===== src/hdl/deq_pkg.sv =====
// Shared types and constants for the double-ended queue.
package deq_pkg;

    localparam int DEQ_DEPTH   = 64;
    localparam int VALUE_W     = 32;
    localparam int KIND_W      = 3;
    localparam int STATUS_W    = 2;
    localparam int COUNT_OUT_W = 7;

    typedef enum logic [KIND_W-1:0] {
        KIND_PUSH_BACK  = 3'd0,
        KIND_PUSH_FRONT = 3'd1,
        KIND_POP_FRONT  = 3'd2,
        KIND_POP_BACK   = 3'd3,
        KIND_PEEK_FRONT = 3'd4,
        KIND_PEEK_BACK  = 3'd5
    } t_kind;

    typedef enum logic [STATUS_W-1:0] {
        STATUS_DONE  = 2'd0,
        STATUS_EMPTY = 2'd1,
        STATUS_FULL  = 2'd2
    } t_status;

endpackage


===== src/hdl/deq_ram.sv =====
// Generic simple dual-port RAM with one write port and a registered read port.
module deq_ram #(
    parameter int WIDTH = 32,
    parameter int DEPTH = 64
) (
    input  logic                     i_clk,
    input  logic                     i_wr_en,
    input  logic [$clog2(DEPTH)-1:0] i_wr_addr,
    input  logic [WIDTH-1:0]         i_wr_data,
    input  logic                     i_rd_en,
    input  logic [$clog2(DEPTH)-1:0] i_rd_addr,
    output logic [WIDTH-1:0]         o_rd_data
);

    logic [WIDTH-1:0] r_mem [DEPTH];
    logic [WIDTH-1:0] r_rd_data;

    always_ff @(posedge i_clk) begin
        if (i_wr_en) begin
            r_mem[i_wr_addr] <= i_wr_data;
        end
        if (i_rd_en) begin
            r_rd_data <= r_mem[i_rd_addr];
        end
    end

    assign o_rd_data = r_rd_data;

endmodule


===== src/hdl/double_ended_queue.sv =====
// Top level of the double-ended queue: index control, RAM and result stage.
//
// Usage: each input transaction carries a request kind (push back, push front,
// pop front, pop back, peek front, peek back) and a value used by pushes.
// Every request returns exactly one result transaction: the value read
// (zero for pushes, errors and unused kinds), a status (done, empty, full)
// and the entry count after the request.
// Pipeline: the entry RAM read and the read stage register at the accepting
// edge; the result register loads from them when the read stage advances.
// Throughput: one request per cycle while o_stall is low, set by the single
// write port and the single read port of the entry RAM, each used at most
// once per request.
// Reset (synchronous, active low) empties the queue at once: head, tail and
// count clear, no clearing pass runs over the RAM, and no result is pending.
// When the receiver stalls, the result register holds; the read stage holds
// behind it (the RAM read data holds since no new read is issued), and
// o_stall rises once the read stage is occupied, so no further request
// enters until the result is taken.
module double_ended_queue
    import deq_pkg::*;
#(
    parameter int DEPTH = DEQ_DEPTH
) (
    input  logic                       i_clk,
    input  logic                       i_rst_n,
    input  logic                       i_valid,
    output logic                       o_stall,
    input  logic [KIND_W-1:0]          i_kind,
    input  logic signed [VALUE_W-1:0]  i_value,
    output logic                       o_valid,
    input  logic                       i_stall,
    output logic signed [VALUE_W-1:0]  o_out_value,
    output logic [STATUS_W-1:0]        o_status,
    output logic [COUNT_OUT_W-1:0]     o_entry_count
);

    localparam int AW = $clog2(DEPTH);
    localparam int CW = $clog2(DEPTH + 1);
    localparam logic [AW-1:0] LAST_SLOT = AW'(DEPTH - 1);
    localparam logic [CW-1:0] FULL_CNT  = CW'(DEPTH);

    // queue indices and count
    logic [AW-1:0] r_head, n_head;
    logic [AW-1:0] r_tail, n_tail;
    logic [CW-1:0] r_count, n_count;

    // read stage: RAM read in flight
    logic          r_p_valid;
    logic          r_p_rd, n_p_rd;
    t_status       r_p_status, n_p_status;
    logic [CW-1:0] r_p_count;

    // result stage
    logic                      r_o_valid;
    logic signed [VALUE_W-1:0] r_o_value;
    t_status                   r_o_status;
    logic [COUNT_OUT_W-1:0]    r_o_count;

    logic               in_accept;
    logic               advance;
    logic               is_empty;
    logic               is_full;
    logic [AW-1:0]      head_next, head_prev, tail_next, tail_prev;
    logic               wr_en, rd_en;
    logic [AW-1:0]      wr_addr, rd_addr;
    logic [VALUE_W-1:0] rd_data;

    // move the read stage forward whenever the result register is free or drains
    assign advance   = r_p_valid && (!r_o_valid || !i_stall);
    assign o_stall   = r_p_valid && !advance;
    assign in_accept = i_valid && !o_stall;

    assign is_empty = (r_count == '0);
    assign is_full  = (r_count == FULL_CNT);

    // circular wrap in both directions, valid for any depth
    assign head_next = (r_head == LAST_SLOT) ? '0 : r_head + AW'(1);
    assign head_prev = (r_head == '0) ? LAST_SLOT : r_head - AW'(1);
    assign tail_next = (r_tail == LAST_SLOT) ? '0 : r_tail + AW'(1);
    assign tail_prev = (r_tail == '0) ? LAST_SLOT : r_tail - AW'(1);

    always_comb begin
        n_head     = r_head;
        n_tail     = r_tail;
        n_count    = r_count;
        n_p_rd     = 1'b0;
        n_p_status = STATUS_DONE;
        wr_en      = 1'b0;
        wr_addr    = r_tail;
        rd_addr    = r_head;
        case (t_kind'(i_kind))
            KIND_PUSH_BACK: begin
                if (is_full) begin
                    n_p_status = STATUS_FULL;
                end else begin
                    wr_en   = 1'b1;
                    wr_addr = r_tail;
                    n_tail  = tail_next;
                    n_count = r_count + CW'(1);
                end
            end
            KIND_PUSH_FRONT: begin
                if (is_full) begin
                    n_p_status = STATUS_FULL;
                end else begin
                    wr_en   = 1'b1;
                    wr_addr = head_prev;
                    n_head  = head_prev;
                    n_count = r_count + CW'(1);
                end
            end
            KIND_POP_FRONT: begin
                if (is_empty) begin
                    n_p_status = STATUS_EMPTY;
                end else begin
                    n_p_rd  = 1'b1;
                    rd_addr = r_head;
                    n_head  = head_next;
                    n_count = r_count - CW'(1);
                end
            end
            KIND_POP_BACK: begin
                if (is_empty) begin
                    n_p_status = STATUS_EMPTY;
                end else begin
                    n_p_rd  = 1'b1;
                    rd_addr = tail_prev;
                    n_tail  = tail_prev;
                    n_count = r_count - CW'(1);
                end
            end
            KIND_PEEK_FRONT: begin
                if (is_empty) begin
                    n_p_status = STATUS_EMPTY;
                end else begin
                    n_p_rd  = 1'b1;
                    rd_addr = r_head;
                end
            end
            KIND_PEEK_BACK: begin
                if (is_empty) begin
                    n_p_status = STATUS_EMPTY;
                end else begin
                    n_p_rd  = 1'b1;
                    rd_addr = tail_prev;
                end
            end
            default: begin
                // unused kinds: leave everything, report done
                n_p_status = STATUS_DONE;
            end
        endcase
    end

    // issue the read only on accept so the read data holds while stalled
    assign rd_en = in_accept && n_p_rd;

    deq_ram #(
        .WIDTH (VALUE_W),
        .DEPTH (DEPTH)
    ) u_entry_ram (
        .i_clk     (i_clk),
        .i_wr_en   (in_accept && wr_en),
        .i_wr_addr (wr_addr),
        .i_wr_data (i_value),
        .i_rd_en   (rd_en),
        .i_rd_addr (rd_addr),
        .o_rd_data (rd_data)
    );

    // control state
    always_ff @(posedge i_clk) begin
        if (!i_rst_n) begin
            r_head    <= '0;
            r_tail    <= '0;
            r_count   <= '0;
            r_p_valid <= 1'b0;
            r_o_valid <= 1'b0;
        end else begin
            if (in_accept) begin
                r_head  <= n_head;
                r_tail  <= n_tail;
                r_count <= n_count;
            end
            if (in_accept) begin
                r_p_valid <= 1'b1;
            end else if (advance) begin
                r_p_valid <= 1'b0;
            end
            if (advance) begin
                r_o_valid <= 1'b1;
            end else if (!i_stall) begin
                r_o_valid <= 1'b0;
            end
        end
    end

    // payload registers
    always_ff @(posedge i_clk) begin
        if (in_accept) begin
            r_p_rd     <= n_p_rd;
            r_p_status <= n_p_status;
            r_p_count  <= n_count;
        end
        if (advance) begin
            r_o_value  <= r_p_rd ? $signed(rd_data) : '0;
            r_o_status <= r_p_status;
            r_o_count  <= COUNT_OUT_W'(r_p_count);
        end
    end

    assign o_valid       = r_o_valid;
    assign o_out_value   = r_o_value;
    assign o_status      = r_o_status;
    assign o_entry_count = r_o_count;

endmodule

===== config.mk =====
export PLATFORM = sky130hd
export DESIGN_NAME = double_ended_queue
export DESIGN_NICKNAME = d
export VERILOG_FILES = /design/src/hdl/deq_pkg.sv /design/src/hdl/deq_ram.sv /design/src/hdl/double_ended_queue.sv
export SDC_FILE = /design/constraint.sdc
export NUM_CORES = 2
export LEC_CHECK = 0
export ABC_AREA = 1
export BUFFER_PORTS_ARGS = -buffer_cell sky130_fd_sc_hd__buf_2
export CELL_PAD_IN_SITES_DETAIL_PLACEMENT = 0
export CELL_PAD_IN_SITES_GLOBAL_PLACEMENT = 1
export CORE_AREA = 4 4 325 647
export CTS_BUF_LIST = sky130_fd_sc_hd__clkbuf_4 sky130_fd_sc_hd__clkbuf_8 sky130_fd_sc_hd__clkbuf_16
export CTS_CLUSTER_DIAMETER = 60
export DETAILED_ROUTE_END_ITERATION = 7
export DIE_AREA = 0 0 329 651
export PLACE_DENSITY_LB_ADDON = 0.1
export REMOVE_ABC_BUFFERS = 1
export SLEW_MARGIN = 20
export SYNTH_ARGS = -nofsm -noshare
export SYNTH_HDL_FRONTEND = slang
export SYNTH_SLANG_ARGS = --single-unit

===== constraint.sdc =====
create_clock -name i_clk -period 3.5 [get_ports i_clk]
set_input_delay 0.35 -clock i_clk [delete_from_list [all_inputs] [get_ports i_clk]]
set_output_delay 0.35 -clock i_clk [all_outputs]
set_load 0.1 [all_outputs]

==> impl_metrics.ini <==
[layout]
layout_common_cells = edfxtp_1, nand2_1, nand3_1, inv_1, buf_4
syn_to_final_growth_pct = 16.7
fin_util_pct = 53.5
n_fill_cell = 18000
stdcell_count = 12200
drive_above_1_share_pct = 10.7
layout_commonest_cell = edfxtp_1
fin_nets = 9320

[floorplan]
die_area_um2 = 214000
ioPinCount = 82
start_util_pct = 45.8
core_um2 = 205000
chipHeight_um = 651
rows = 235
die_w_um = 329

[detailed_routing]
wl_um = 296000
vias = 64400
wl_per_cell_um = 24.3
drt-pass1-iter-count = 6
routed_via_density = 5.30
drtIter0Drc = 5376
ant_nets = 0
drc = 0

[placement]
gp_congestion = 0.849
dpl.cell_count = 11800
pre_cts_ws_ns = -0.158
hpwl_um = 184000
portBuffers = 81

[critical_path]
cp-start-kind = flip-flop
cp-end-kind = flip-flop
critPathMaxFanout = 34
cp.arrival_ns = 3.97
r2r_end = u_entry_ram.o_rd_data[19]
reg2reg_slack_ns = 0.14
reg2reg_from = r_count[0]
critPathKind = flip-flop to flip-flop
worst_r2r_path_depth = 18
worst_ep_required_time_ns = 4.11

[synth]
synth-seq-area-share_pct = 68.6
netlist.area_leader.share_pct = 68.1
syn_area_um2 = 94000
synthCells = 8965
synth_top_area_cell = edfxtp_1
ys_warn_count = 0
synth_area_leaders = edfxtp_1, nand3_1, nand2_1, inv_1, buf_2
ys_ff_latch = 2152
synth_cell_types = 33
syn_area_per_cell_um2 = 10.5

[timing]
hold_viol_final = 0
rsz0062_at_grt = yes
setup_viol = 0
setup_tns_ns = 0
period_minus_slack_ns = 3.36
worst_pin_slew_ns = 1.05
slew_headroom_pct = 30.2
fin_worst_skew_ns = 0.0334
clock.fmax_mhz = 297
layout_setup_ws_ns = 0.136
fin_crit_sh_pct = 96.1
finalMaxSlewViolations = 0

[power_and_ir_drop]
finalPower_uw = 60000
ir_worst_vdd_mv = 0.444
p_per_area_nw_per_um2 = 548
leakage_uw = 0.0458

[cts]
clockBufferDepth = 4
cts_tree = built
clock-sinks = 2152
numCtsBuffers = 199
cts-root-buf = clkbuf_16
path_clk_slew_ns = 0.07
htree_levels = 4
clkLatencyLatePin_ns = 0.86

[job]
max_cap_viol_count = 0

[global_route]
antenna_found_initial = 12
grt.overflow.total = 0
grt_pass1_vias = 62500
grt_max_degree = 75
grt_pass1_wl_um = 426000
track_usage_pct = 27.1

[worst_hold_path]
hold_depth = 3
min_to = r_p_count[2]
hp-class = primary input to flip-flop
min-delay-start = i_kind[2]

[run_status]
outcome = finished clean
==> worst max-delay path, stage by stage (launching register included) <==
cell	delay [ns]
dfxtp_1	0.38
inv_1	0.10
ha_1	0.25
nand2_1	0.10
buf_4	0.13
nor2_4	0.06
nor2_4	0.24
nand2_8	0.14
nand2_4	0.24
buf_4	0.17
buf_12	0.20
buf_12	0.23
nand2_1	0.07
nand3_1	0.08
nand3_1	0.17
nand3_1	0.15
nand3_1	0.10
nand3_1	0.18
nand2_1	0.08
==> how the worst max path moves through the flow <==
| stage | cells after the start | from | endpoint | slack (ns) |
|---|---|---|---|---|
| 6_report | 18 | r_count[0] | u_entry_ram.o_rd_data[19] | 0.14 |
| 5_1_grt | 17 | r_count[0] | u_entry_ram.o_rd_data[8] | -0.03 |
| 4_1_cts | 18 | r_count[0] | u_entry_ram.o_rd_data[8] | 0.02 |
| 3_5_place_dp | 15 | i_kind[2] | u_entry_ram.o_rd_data[11] | -0.16 |
| 3_3_place_gp | 13 | i_kind[2] | u_entry_ram.o_rd_data[4] | -0.15 |
| 2_1_floorplan | 15 | r_count[0] | u_entry_ram.o_rd_data[28] | -12.92 |
==> kinds of logic after synthesis <==
logic type | count (synthesis) | share of synthesized area, %
AND/OR/NAND/NOR | 4391 | 20.9
buffers and inverters | 2326 | 9.84
flip-flops | 2152 | 68.6
AO/OA/AOI/OAI | 75 | 0.462
XOR/XNOR | 13 | 0.121
adder cells (fa/ha/maj) | 8 | 0.107
==> registers in the layout, indices dropped and copies added, names as in the netlist, 2 cells and up <==
register	cells
u_entry_ram.r_mem	2048
o_out_value	32
u_entry_ram.o_rd_data	32
o_entry_count	7
r_count	7
r_p_count	7
r_head	6
r_tail	6
o_status	2
r_p_status	2
==> area by class of cell <==
cell class	count	area (um^2)	area share, %
Multi-Input combinational cell	4488	21000	19.2
Timing Repair Buffer	581	7410	6.76
Sequential cell	2152	64400	58.7
Inverter	1851	6960	6.35
Tap cell	2725	3410	3.11
Antenna cell	5	12.5	0.0114
Clock inverter	101	926	0.844
Clock buffer	253	5470	4.99
==> repair_timing <==
| item | 4_1_cts | 5_1_grt |
|---|---|---|
| buffers inserted | 4 | 14 |
| cloned | 0 | 4 |
| pin swaps | 1 | 3 |
| hold buffers | 7 | 0 |
| endpoints found under the hold margin | 81 | 0 |
| gates resized for setup | 3 | 25 |
| endpoints found under the setup margin | 10 | 24 |
==> routing by layer <==
layer | part of all wire [%] | GRT usage (%) | vias up
met4 | 3.2 | 8.58 | 4
met2 | 54 | 50.5 | 1909
met3 | 5.3 | 2.91 | 445
met5 | 0.0088 | 0 | -
met1 | 38 | 32.7 | 32200
li1 | - | - | 29900
==> synth_stat cells <==
master	number
edfxtp_1	2131
nand2_1	2103
nand3_1	2003
inv_1	1846
buf_2	369
nand3b_1	161
nor2_1	107
clkbuf_1	69
o21ai_0	30
a21oi_1	24
buf_1	22
dfxtp_1	21
buf_4	15
xor2_1	11
ha_1	8
nor3_1	8
inv_2	5
o211ai_1	5
a221oi_1	4
nand2_2	4
a211oi_1	3
o21ai_2	3
nor2_4	2
xnor2_1	2
a22oi_1	1
a31oi_1	1
nand2_4	1
nand3_2	1
nor2_2	1
o21ai_1	1
o221ai_1	1
o22ai_1	1
o311ai_0	1
==> per-stage QoR <==
step                area, um^2  hold slack [ns]
floorplan                91700            0.400
detailed placement      103000            0.405
finish                  110000           0.0658
global placement        103000            0.418
CTS                     109000          0.00125
global route            110000           0.0701
==> power breakdown <==
group	switching, uW	total (uW)	internal (uW)
Combinational	6620	9520	2910
Sequential	151	28700	28500
Clock	9620	21900	12200
Total	16400	60000	43700
Power figures use the tool's default switching activity.
